--- src/rtl/vector3_alu_macros.svh ---
// Assertion macros shared by the vector ALU modules.
`ifndef VECTOR3_ALU_MACROS_SVH
`define VECTOR3_ALU_MACROS_SVH

// Same-cycle implication, clocked on clk, off during rst.
`define ASSERT_IMP(label, ante, cons, msg) \
  label: assert property (@(posedge clk) disable iff (rst) (ante) |-> (cons)) else $error(msg);

// Next-cycle implication, clocked on clk, off during rst.
`define ASSERT_NEXT(label, ante, cons, msg) \
  label: assert property (@(posedge clk) disable iff (rst) (ante) |=> (cons)) else $error(msg);

`endif

--- src/rtl/v3alu_pkg.sv ---
// Types, constants and arithmetic helpers of the vector ALU.
`timescale 1ns / 1ps
package v3alu_pkg;

  localparam int CW  = 32;          // component width
  localparam int FB  = 16;          // fraction bits
  localparam int PW  = 2 * CW;      // product width
  localparam int SW  = PW + 2;      // sum of three products
  localparam int RW  = CW + 2;      // square root remainder
  localparam int QB  = FB + 1;      // normalize quotient bits
  localparam int NW  = CW + FB + 1; // normalize dividend
  localparam int QD  = 2;           // queue depth, power of two
  localparam int QAW = $clog2(QD);
  localparam int QCW = $clog2(QD + 1);

  localparam logic signed [SW-1:0] HALF = SW'(1) << (FB - 1);

  typedef enum logic [2:0] {
    OP_ADD   = 3'd0,
    OP_SUB   = 3'd1,
    OP_DOT   = 3'd2,
    OP_CROSS = 3'd3,
    OP_NORM  = 3'd4,
    OP_NONE  = 3'd7
  } op_t;

  typedef logic signed [CW-1:0] comp_t;

  typedef struct packed {
    op_t   op;
    comp_t ax;
    comp_t ay;
    comp_t az;
    comp_t bx;
    comp_t by;
    comp_t bz;
  } cmd_t;

  typedef struct packed {
    comp_t rx;
    comp_t ry;
    comp_t rz;
    comp_t scalar;
    logic  overflow;
    logic  zero_length;
  } res_t;

  typedef struct packed {
    logic  ovf;
    comp_t val;
  } sat_t;

  function automatic sat_t saturate(input logic signed [SW-1:0] v);
    sat_t r;
    if (&v[SW-1:CW-1] || ~|v[SW-1:CW-1]) begin
      r.ovf = 1'b0;
      r.val = v[CW-1:0];
    end else begin
      r.ovf = 1'b1;
      r.val = v[SW-1] ? {1'b1, {(CW-1){1'b0}}} : {1'b0, {(CW-1){1'b1}}};
    end
    return r;
  endfunction

  // round half up, then drop the fraction bits
  function automatic logic signed [SW-1:0] rnd(input logic signed [SW-1:0] v);
    logic signed [SW-1:0] t;
    t = v + HALF;
    return t >>> FB;
  endfunction

  function automatic logic [CW-1:0] magn(input comp_t a);
    logic [CW-1:0] u;
    u = a;
    return a[CW-1] ? (~u + 1'b1) : u;
  endfunction

endpackage

--- src/rtl/v3alu_fifo.sv ---
// Command queue between the front end and the arithmetic pipeline.
`timescale 1ns / 1ps
`include "vector3_alu_macros.svh"
module v3alu_fifo (
  input  logic               clk,
  input  logic               rst,
  input  logic               push,
  input  v3alu_pkg::cmd_t    push_data,
  output logic               full,
  input  logic               pop,
  output v3alu_pkg::cmd_t    pop_data,
  output logic               not_empty
);

  v3alu_pkg::cmd_t                  mem [v3alu_pkg::QD];
  logic [v3alu_pkg::QAW-1:0]        wr_ptr;
  logic [v3alu_pkg::QAW-1:0]        rd_ptr;
  logic [v3alu_pkg::QCW-1:0]        count;
  logic [v3alu_pkg::QCW-1:0]        count_next;

  assign full      = (count == v3alu_pkg::QCW'(v3alu_pkg::QD));
  assign not_empty = (count != '0);
  assign pop_data  = mem[rd_ptr];

  assign count_next = count + v3alu_pkg::QCW'(push) - v3alu_pkg::QCW'(pop);

  always_ff @(posedge clk) begin
    if (rst) begin
      wr_ptr <= '0;
      rd_ptr <= '0;
      count  <= '0;
    end else begin
      if (push) wr_ptr <= wr_ptr + 1'b1;
      if (pop)  rd_ptr <= rd_ptr + 1'b1;
      count <= count_next;
    end
  end

  always_ff @(posedge clk) begin
    if (push) mem[wr_ptr] <= push_data;
  end

  `ASSERT_IMP(a_no_push_full, push, !full, "push into full queue")
  `ASSERT_IMP(a_no_pop_empty, pop, not_empty, "pop from empty queue")
  `ASSERT_NEXT(a_push_fills, push && !pop, count != '0, "queue empty after push")

endmodule

--- config.mk ---
export PLATFORM = sky130hd
export DESIGN_NAME = v3alu_fifo
export DESIGN_NICKNAME = d
export VERILOG_FILES = /design/src/rtl/v3alu_pkg.sv /design/src/rtl/v3alu_fifo.sv
export VERILOG_INCLUDE_DIRS = /design/src /design/src/rtl
export SDC_FILE = /design/constraint.sdc
export NUM_CORES = 1
export LEC_CHECK = 0
export BUFFER_PORTS_ARGS = -buffer_cell sky130_fd_sc_hd__buf_2
export CAP_MARGIN = 0
export CORE_UTILIZATION = 47
export CTS_CLUSTER_DIAMETER = 50
export CTS_CLUSTER_SIZE = 28
export DETAILED_ROUTE_END_ITERATION = 8
export GPL_ROUTABILITY_DRIVEN = 1
export PLACE_DENSITY = 0.73
export RECOVER_POWER = 100
export SLEW_MARGIN = 20
export SYNTH_ARGS = -nofsm -noshare
export SYNTH_HDL_FRONTEND = slang
export SYNTH_SLANG_ARGS = --single-unit
--- constraint.sdc ---
create_clock -name clk -period 8.81 [get_ports clk]
set_input_delay 0.4405 -clock clk [delete_from_list [all_inputs] [get_ports clk]]
set_output_delay 0.4405 -clock clk [all_outputs]
set_load 0.01 [all_outputs]
### After elaboration in Yosys (flattened, before gate mapping)

Memory sizes are Yosys's and may differ from the RTL's. A register that Yosys moved wholly into a read port is not among the register bits.
Cells that the tools add are included.

* bitwise gates (word level): 0
* reduce and logical (&&, ||, !) cells: 1
* magnitude comparators: 0
* equality and inequality tests: 1
* multiplexer cells: 4
* $mul: 0
* div/mod/pow operators: 0
* shift operators: 0
* $add $sub $neg: 4

Operator list (count)
* $mux 1: 4
* $add 1x1->1 const B: 2
* $add 2x1->2: 1
* $eq 2x2->1 const B: 1
* $reduce_bool 2->1: 1
* $sub 2x1->2: 1

* input port bits: 199
* register bits: 4
* latch bits: 0
* memory bits (writable): 390
* logic and storage cells: 14
* ROM bits: 0
* memories: 1

Memory list
* mem: words 2, width 195, read ports 1, clocked after memory_dff 1, write ports 1, RTL line v3alu_fifo.sv:15 `v3alu_pkg::cmd_t mem [v3alu_pkg::QD];`

### Depth between registers and ports, before layout

Gate-level depths: netlist (run 1).

* word-level depth: 3
* gate-level depth with buffers: 6

### Least setup slack after synthesis (run 1)

No wires, ideal clock.

* path kind: flip-flop to flip-flop
* start: register wr_ptr
* end: memory mem[0][0] in the netlist's numbering, enable pin
* slack: -0.895 ns
* cell stages (with the launch flop): 2
* arrival: 8.928 ns
* setup time: 0.777 ns
* cells stage by stage: dfxtp_1 > nor2b_1

RTL lines
* from (decl): RTL line v3alu_fifo.sv:16 `logic [v3alu_pkg::QAW-1:0] wr_ptr;`
* from (signal assigned): RTL line v3alu_fifo.sv:33 `if (push) wr_ptr <= wr_ptr + 1'b1;`
* to (decl): RTL line v3alu_fifo.sv:15

Straight into the memory's write port.

==> summary by stage, run 1 <==
Setup path
The critical path is of the reg2out type. The kind of start point of the critical path is a register. The required time at the worst-slack endpoint is 8.37 ns. The capture point of the worst reg-to-reg path is mem[1][75].

STA classifies the critical path endpoint as a primary output. Grouping stages by cell kind, the critical path spends the most delay in flip-flops. The arrival time of data at the critical path endpoint is 5.21 ns.

Counting both buffers and inverters, the worst setup path holds a total of 3. The largest single stage delay on the critical path is 2.28 ns. The critical path runs through a total of 4 cells.

The peak fanout along the critical path is 60. The setup slack on the worst flop-to-flop path is 3.29 ns. The cell count of the worst reg-to-reg path is 2. The termination of the worst setup path is pop_data[72]. Traced cell by cell, the critical path runs through buf_4 > clkbuf_2 > mux2_1 > buf_2.

The cell with the largest stage delay on the worst path is dfxtp_1. The startpoint of the worst register-to-register path is wr_ptr.

CTS
TritonCTS built the clock tree. The total clock buffers created by CTS is 34. The post-CTS setup buffer count is 0. The post-cts repair resize count is 0. The count of clock tree sinks is 395.

The tree is rooted in a clkbuf_16. The clock latency reported for the late side of the worst-skew pair is 0.52 ns. The maximum buffer depth of the clock tree is 3. For this design, the CTS-stage hold fixing added 0 buffers.

After clock tree synthesis, the clock-pin slew on the worst setup and hold paths is 0.08 ns. The H-tree generated during clock tree synthesis spans 2 levels.

Placed design
After detailed placement, the design holds a cell count of 1405. The HPWL after detailed placement is 19200 um. Input and output buffers added on the ports amount to 395. Routability-driven placement finished with a final weighted congestion of 0.813. The worst slack at placement is 5.37 ns.

Timing
The count of pins over their slew limit is 190. The slew at the pin with the worst max-slew slack is 4.90 ns. The final number of setup-violating endpoints is 0. Setup repair after global routing left no endpoint under its margin. The final count of hold timing violations is 0. The final setup TNS is 0 ns. The worst-case headroom to the max-slew limit is -227%.

The final worst clock skew is 0.0234 ns. The maximum frequency from static timing analysis is 0.177 GHz. The smallest setup slack after layout is 3.16 ns. The routed design could run at a clock period as short as 5.65 ns.

Dividing the final minimum period by the clock period gives 64.1%. The tightest hold margin is 0.103 ns.

Logic synthesis
The total standard cell area after synthesis is 14900 um^2. The synthesized netlist cell count is 628. In this run, synthesis produced a sequential element count of 395. By area the synthesized netlist is led by edfxtp_1 79%, mux2_4 15%, mux2_2 3.4%, buf_6 1.4%, dfxtp_1 0.67%.

Yosys printed 0 warnings. The sequential-to-total area share from yosys stat is 79.2%. The per-instance average area after synthesis is 23.7 um^2.

The number of nets in the synthesized netlist is 829. After synthesis, the largest area contributor takes up 78.5% of total cell area. The biggest area contributor in the post-synthesis netlist is edfxtp_1. After synthesis, the netlist uses 14 different library cells.

Finish
The register area is 11800 um^2. The filler cells instantiated in the layout total 2501. The area of the multi-input gates is 2330 um^2. The finished layout holds 1470 standard cells, fillers aside. The post-synthesis to final-layout area growth is 18.8%.

The net count of the finished layout is 1246. The post-route netlist has 35.1% of its cells at a drive strength greater than 1. The final core utilization is 57.3%.

GRT
The via count of the first global-routing pass is 7525. The first global-routing pass estimated 42200 um of wire. Entering global routing, the biggest net connects 73 pins. Global routing finished with a remaining overflow of 0. The initial antenna violation count is 6. The overall routing resource usage is 17.0%.

Floorplan
The placeable core region is 30900 um^2. The area enclosed by the die boundary is 32400 um^2. The starting utilization of the core area is 48.2%. The die height is 180 um. The number of placed I/O pins is 396. The initialized floorplan defines 64 standard-cell rows.

The chip width is 180 um.

Detailed routing
The detailed router finished its first iteration with 466 violations. The final route contains 7319 vias. The mean number of vias per cell is 4.98. After detailed routing, the average wire length per cell comes to 19.5 um.

The number of iterations in the first detailed-routing pass is 4. After detailed routing, the number of remaining DRC violations is 0. The detail route stage leaves a number of antenna-violating nets equal to 0. For this block, the routed nets add up to 28600 um of wire.

Power
In this run the power density over the cells is 238 nW/um^2. The highest ir drop seen on vdd is 0.181 mV. In this run the static leakage power is 6.34 nW.

Run
The number of max-capacitance violations reported is 3.

Worst hold path
The path type of the worst min-delay path is in2reg.

Outcome
The flow ran to the end, but the final reports show violations. The checks that failed: max-capacitance violations, max-slew violations.
final cells by class:
type / instances / share of cell area (%)
Clock buffer: 40 / 5.29
Sequential cell: 395 / 66.7
Multi-Input combinational cell: 209 / 13.2
Tap cell: 396 / 2.80
Antenna cell: 5 / 0.0706
Inverter: 2 / 0.0424
Timing Repair Buffer: 403 / 10.5
Clock inverter: 20 / 1.46
power breakdown:
group / internal, mW / total, mW / switching (mW)
Combinational: 0.177 / 0.410 / 0.234
Sequential: 2.20 / 2.24 / 0.0372
Clock: 0.901 / 1.57 / 0.672
Total: 3.28 / 4.22 / 0.943
cell families (layout without fill, tap and decap cells):
kind of cell | after synthesis | in the layout | synth area share [%]
adder cells (fa/ha/maj) | 2 | 2 | 0.168
buffers and inverters | 24 | 465 | 1.54
flip-flops | 395 | 395 | 79.2
other | 0 | 5 | 0
AND/OR/NAND/NOR | 9 | 9 | 0.310
multiplexers | 195 | 195 | 18.5
XOR/XNOR | 3 | 3 | 0.269
cell usage after synthesis, drive strengths merged:
library cell and number:
and2 1, xnor2 2, xnor3 1, nor2 4
buf 22, nor2b 3, ha 2, or2 1
edfxtp 390, dfxtp 5, mux2 195, inv 2
metal layers:
metal  global-route usage, %  wire length [um]  part of all wire (%)  vias up
li1                        -                 -                     -     3345
met3                    4.55              2170                   7.6       80
met4                    8.72              1260                   4.4        2
met2                    29.2             14000                    49      329
met1                    19.7             11100                    39     3563
met5                       0                18                 0.063        -
state kept, by name (all words and copies together) (netlist names), named ones only:
register,count
mem,390
count,2
rd_ptr,1
wr_ptr,1
metrics by stage:
step                      total power, mW  area (um^2)
after floorplan                      2.60        14900
after CTS                            4.35        18400
after global placement               2.76        17200
after global routing                 4.37        17700
after detailed placement             2.78        17200
final                                4.22        17700
worst min path at each step:
stage | cells after the start | startpoint | to
floorplan | 2 | rd_ptr | register
global placement | 2 | rd_ptr | register
detailed placement | 2 | rd_ptr | rd_ptr
CTS | 1 | push_data[155] | mem[0][155]
global route | 1 | push_data[15] | mem[0][15]
finish | 1 | push_data[153] | mem[1][153]
placed cells by master, fill, tap and decap left out, drive strengths merged:
cell type  count
edfxtp       390
buf          268
mux2         195
clkbuf       175
inv            8
diode          5
dfxtp          5
clkinvlp       5
clkinv         5
nor2           4
bufinv         4
nor2b          3
xnor2          2
ha             2
or2            1
and2           1
xnor3          1
No activity file was read; power rests on OpenSTA's default activity.
==> run 2: changes to the inputs <==
==> constraint.sdc (replaced) <==
create_clock -name clk -period 4.62 [get_ports clk]
set_input_delay 0.231 -clock clk [delete_from_list [all_inputs] [get_ports clk]]
set_output_delay 0.231 -clock clk [all_outputs]
set_load 0.01 [all_outputs]
==> summary by stage, run 2 (synthesized netlist as in run 1, its figures left out) <==
Timing
The final count of hold timing violations is 0 (unchanged). Setup repair after global routing left no endpoint under its margin. The final worst clock skew came to 0.0154 ns (-0.00801 ns). The count of pins over their slew limit was 172 (-9.5%). Subtracting the final worst setup slack from the clock period gives 3.24 ns. The maximum frequency from static timing analysis is 0.309 GHz. The final number of setup-violating endpoints came to 0 (unchanged). The fraction of the cycle the final worst path needs is 70.1%.

The worst-case headroom to the max-slew limit is -89.2% (+140 points). The slew at the pin with the worst max-slew slack is 2.84 ns (-2.07 ns). The final setup TNS is 0 ns (unchanged).

CTS
The count of H-tree levels built during CTS is 2 (unchanged). The post-CTS setup buffer count is 0 (unchanged). The post-cts hold buffer count was 198 (+198).

The post-cts repair resize count is 0 (unchanged). The maximum buffer depth of the clock tree is 3 (unchanged). The total clock buffers created by CTS is 38 (+12%). The clock-pin slew reported for the worst setup and hold paths after clock tree synthesis came to 0.07 ns (about the same). CTS placed an instance of clkbuf_16 at the clock tree root. The count of clock tree sinks came to 395 (unchanged). The clock tree from TritonCTS is built. The clock latency reported for the late side of the worst-skew pair is 0.52 ns (about the same).

Finish
The total number of nets in the final design is 1448 (+16%). In the layout the commonest cells are 390 x edfxtp_1, 219 x buf_2, 198 x dlygate4sd3_1, 175 x clkbuf_1, 148 x mux2_1. The flip-flop count of the largest register after layout is 390 (unchanged). The fraction of layout cells with a size suffix above 1 is 26.5% (-8.5 points). Relative to the synthesized area, the layout overhead comes to 32.5%. Counting flops per register, the top entry is mem. The largest registers in the layout are mem (390), count (2). Leaving out fill and tap cells, the most frequent cell in the layout is edfxtp_1.

Run
The number of max-capacitance violations reported is 3 (unchanged).

Setup path
The required time at the worst-slack endpoint is 4.39 ns (-3.98 ns). The delay of the slowest cell on the worst path is 1.36 ns (-0.92 ns). The arrival time of data at the critical path endpoint is 3.01 ns (-2.20 ns). The path length in cells of the critical path is 3 (-1).

STA classifies the critical path endpoint as a primary output. The cell count of the worst reg-to-reg path is 3 (+1). The kind of start point of the critical path is a register. Grouping stages by cell kind, the critical path spends the most delay in flip-flops. The largest individual stage delay along the critical path comes from the cell dfxtp_1. The worst setup path is of the reg2out kind. The buffers plus inverters on the worst setup path was 2 (-1).

The critical path goes through buf_4 > mux2_2 > clkbuf_1. The peak fanout along the critical path was 30 (-50%).

Power
The highest ir drop seen on vdd is 0.350 mV (+93%). The power density relative to cell area is 420 nW/um^2 (+77%). The static leakage power was 7.11 nW (+12%). The power consumption came to 8.30 mW (+97%).

GRT
The overall routing resource usage is 19.0% (+2.0 points). The wire length of the first global-routing pass was 47600 um (+13%). The via count of the first global-routing pass was 8840 (+17%).

The pin count of the biggest net entering global routing is 109 (+49%). The initial antenna violation count was 4 (-2). The total congestion overflow after global routing came to 0 (unchanged).

Floorplan
The number of placed I/O pins is 396 (unchanged). The starting utilization of the core area was 48.2% (unchanged). The die height is 180 um (unchanged). The area enclosed by the die boundary is 32400 um^2 (unchanged). The number of core rows is 64 (unchanged). The chip width is 180 um (unchanged).

The placeable core region is 30900 um^2 (unchanged).

Placed design
The number of I/O port buffers is 395 (unchanged). The final weighted congestion of routability-driven global placement was 0.740 (-9.0%). The final HPWL from detailed placement was 19300 um (+0.62%).

Detailed routing
The total detailed-routing wirelength is 32000 um (+12%). The mean number of vias per cell was 4.88 (-1.9%). The count of routing violations after the opening detailed-route iteration is 360 (-23%). The number of iterations in the first detailed-routing pass is 4 (unchanged). The average routed wire per standard cell is 19.1 um (-1.9%). The overall via count from detail_route is 8183 (+12%).

The detailed-route DRC error count is 0 (unchanged). The number of nets with antenna violations after detailed routing was 0 (unchanged).

Worst hold path
In this run the worst hold path is classified as in2reg. The count of cells along the worst hold path is 3 (+2).

Outcome
The flow ran to the end, but the final reports show violations. The final reports fail on max-capacitance violations, max-slew violations.
-- run 2: cell count changes in the layout (fill, tap and decap cells not counted), sizes merged, moves of 2 or more --
cell         delta
bufinv          -2
buf            -42
inv             +4
clkinv          +7
diode           -2
clkbuf         +44
dlygate4sd3   +198
-- run 2: stage by stage --
stage | hold WS [ns] | std cells | utilization, % | setup slack (ns) | area (um^2)
finish | 0.0519 | 1676 | 63.9 | 1.38 | 19800
detailed placement | 0.422 | 1405 | 55.9 | 2.54 | 17300
global placement | 0.418 | 1405 | 55.9 | 2.57 | 17300
CTS | 0.0136 | 1673 | 66.4 | 2.02 | 20500
floorplan | 0.303 | 628 | - | 0.964 | 14900
global route | 0.0332 | 1676 | 63.9 | 1.18 | 19800
-- run 2: cell type report --
class,count,area (um^2)
Sequential cell,395,11800
Fill cell,2289,11200
Timing Repair Buffer,601,3830
Multi-Input combinational cell,209,2330
Clock buffer,42,987
Tap cell,396,495
Clock inverter,28,284
Inverter,2,7.51
Antenna cell,3,7.51
-- run 2: worst paths after layout --
| path | from | end | slack, ns |
|---|---|---|---|
| min | push | wr_ptr | 0.05 |
| max reg2reg | wr_ptr | mem[0][78] | 1.47 |
| min reg2reg | rd_ptr | rd_ptr | 0.52 |
| max | register | pop_data[4] | 1.38 |
-- run 2: per-layer routing --
metal | track usage (%) | up-vias | wire [um]
met1 | 20.3 | 4038 | 11900
li1 | - | 3751 | -
met4 | 8.51 | 2 | 1290
met3 | 5.21 | 79 | 2290
met5 | 0 | - | 13
met2 | 35.0 | 313 | 16600
-- run 2: where the power goes --
group	internal, mW	leakage [nW]	switching, mW	total [mW]
logic	0.442	2.80	0.511	0.953
registers	4.19	3.70	0.0582	4.25
clock network	1.72	0.609	1.38	3.10
-- run 2: worst min-delay path, delay by kind of cell --
| family | cells | cell delay (ns) |
|---|---|---|
| buffers and inverters | 1 | 0.13 |
| and+or+nand+nor | 1 | 0.09 |
| xor gates and xnor gates | 1 | 0.08 |
==> run 3: changes to the inputs <==
==> constraint.sdc (replaced) <==
create_clock -name clk -period 2.9 [get_ports clk]
set_input_delay 0.145 -clock clk [delete_from_list [all_inputs] [get_ports clk]]
set_output_delay 0.145 -clock clk [all_outputs]
set_load 0.01 [all_outputs]
==> summary by stage, run 3 (synthesized netlist as in run 1, its figures left out) <==
Detailed routing
The mean number of vias per cell is 4.90 (+0.34%). The count of routing violations after the opening detailed-route iteration was 496 (+38%). The total detailed-routing wirelength is 32400 um (+1.4%). The average routed wire per standard cell is 19.3 um (+1.1%). The detailed-route DRC error count is 0 (unchanged). The number of nets with antenna violations after detailed routing is 0 (unchanged). The overall via count from detail_route was 8235 (+0.64%).

The number of iterations in the first detailed-routing pass is 4 (unchanged).

Timing
The final count of hold timing violations came to 0 (unchanged). The final worst clock skew is 0.0142 ns (-0.00117 ns). The worst-case headroom to the max-slew limit is 7.03% (+96 points). The final critical path takes up 83.1% of the cycle. Setup repair after global routing left no endpoint under its margin. The final number of setup-violating endpoints came to 0 (unchanged). The count of pins over their slew limit is 0 (-100%). The maximum frequency from static timing analysis is 0.415 GHz. The slew at the pin with the worst max-slew slack is 1.39 ns (-1.45 ns). The tightest hold margin is 0.339 ns (+0.287 ns). For the finished layout, the period the worst path requires is 2.41 ns.

Finish
The final core utilization is 64.3% (+0.45 points). Leaving out fill and tap cells, the most frequent cell in the layout is edfxtp_1. The largest register by flop count is mem.

The area of the multi-input gates is 2340 um^2 (+0.43%). The area growth from synthesis to layout is 33.4%. The register area is 11800 um^2 (about the same). Leaving out fill and tap cells, the most frequent cells in the layout are 390 x edfxtp_1, 213 x buf_2, 198 x dlygate4sd3_1, 179 x clkbuf_1, 143 x mux2_1. In the final layout, the registers with the most flip-flops are mem (390), count (2).

The fraction of layout cells with a size suffix above 1 is 27.4% (+0.85 points). The flip-flop count of the largest register after layout was 390 (unchanged). The filler cell count in the final layout is 2280 (-0.39%). The total number of nets in the final design came to 1453 (+0.35%).

GRT
The initial antenna violation count was 4 (unchanged). The via count of the first global-routing pass is 8972 (+1.5%). The pin count of the biggest net entering global routing is 86 (-21%).

The overall routing resource usage is 19.6% (+0.56 points). The total congestion overflow after global routing is 0 (unchanged). The wire length of the first global-routing pass is 49100 um (+3.2%).

CTS
The clock-pin slew reported for the worst setup and hold paths after clock tree synthesis is 0.07 ns (about the same). The clock latency reported for the late side of the worst-skew pair is 0.53 ns (about the same). The maximum buffer depth of the clock tree is 3 (unchanged). The total clock buffers created by CTS came to 37 (-2.6%). TritonCTS built the clock tree. The post-cts repair resize count is 0 (unchanged). The cell at the root of the clock tree is clkbuf_16.

The count of H-tree levels built during CTS is 2 (unchanged). The count of clock tree sinks is 395 (unchanged).

Floorplan
The number of core rows is 64 (unchanged). The area enclosed by the die boundary is 32400 um^2 (unchanged). The chip width is 180 um (unchanged). The starting utilization of the core area came to 48.2% (unchanged).

The number of placed I/O pins came to 396 (unchanged). The placeable core region was 30900 um^2 (unchanged). The die height was 180 um (unchanged).

Worst hold path
The tightest min-delay check is of the in2reg type.

Setup path
The peak fanout along the critical path is 38 (+27%). Traced cell by cell, the critical path runs through clkbuf_4 > mux2_2 > clkbuf_1. On the critical path the largest part of the delay comes from buffers and inverters.

The arrival time of data at the critical path endpoint is 2.26 ns (-0.75 ns). The element type at the critical path end is a primary output. The buffers plus inverters on the worst setup path is 2 (unchanged). The required time at the worst-slack endpoint came to 2.76 ns (-1.63 ns). The slowest stage of the critical path is the clkbuf_4 cell.

The delay of the slowest cell on the worst path is 0.59 ns (-0.77 ns). The classification of the worst setup path is reg2out. The worst setup path is launched from a register.

Outcome
The run finished with clean final reports.

Power
The power density relative to cell area came to 670 nW/um^2 (+59%). The combinational power share was 11.7% (+0.2 points). The static leakage power is 7.15 nW (+0.66%). The fraction of power spent switching nets was 24.4% (+0.88 points). The internal power is 10.1 mW (+59%). The sequential fraction of design power is 50.7% (-0.5 points). The highest ir drop seen on vdd is 0.709 mV (+100%). The net switching component of the power is 3.25 mW (+66%). The clock share of power is 37.6% (+0.3 points). The power consumption is 13.3 mW (+60%).

Run
The number of max-capacitance violations reported is 0 (-3).

Placed design
The final HPWL from detailed placement is 19300 um (+0.12%). The number of I/O port buffers is 395 (unchanged). The final weighted congestion of routability-driven global placement came to 0.778 (+5.1%).
-- run 3: worst paths after layout --
check                           depth (start not counted)            from       endpoint  slack [ns]
worst max-delay path                                    3        register  pop_data[191]        0.49
worst min-delay path                                    2  push_data[190]    mem[0][190]        0.34
worst max register to register                          2          wr_ptr    mem[0][147]        0.54
worst min register to register                          2          rd_ptr         rd_ptr        0.52
-- run 3: layer usage --
layer  vias up  GRT usage, %  part of all wire [%]
met5         -             0                     0
met3        89          4.39                   5.6
met2       298          35.4                    52
li1       3768             -                     -
met1      4080          21.9                    38
met4         0          9.47                   4.3
-- run 3: layout make-up --
class	count	share of cell area, %
antenna	4	0.0503
tap	396	2.49
inverter	2	0.0377
clock inverter	31	1.85
sequential	395	59.4
multi-input combinational	209	11.8
clock buffer	37	4.65
timing repair buffer	607	19.8
-- run 3: stage by stage --
step	std cells	instance area, um^2	setup slack, ns	setup TNS, ns
after floorplan	628	14900	-0.734	-203.04
after global placement	1411	17400	1.18	0
after detailed placement	1411	17400	1.18	0
after CTS	1677	20700	0.597	0
after global routing	1681	19900	0.364	0
final	1681	19900	0.491	0
-- run 3: repair_timing --
action / 4_1_cts / 5_1_grt
buffers inserted: 0 / 0
hold buffers: 198 / 0
hold endpoints to repair: 395 / 0
-- run 3: power groups by stage --
| stage | registers (mW) | logic, mW | clock network [mW] |
|---|---|---|---|
| after detailed placement | 6.89 | 1.58 | 0 |
| after floorplan | 6.88 | 0.981 | 0 |
| after global placement | 6.87 | 1.56 | 0 |
| after global routing | 6.78 | 1.66 | 5.33 |
| after CTS | 6.77 | 1.81 | 5.12 |
| final | 6.75 | 1.56 | 5.01 |
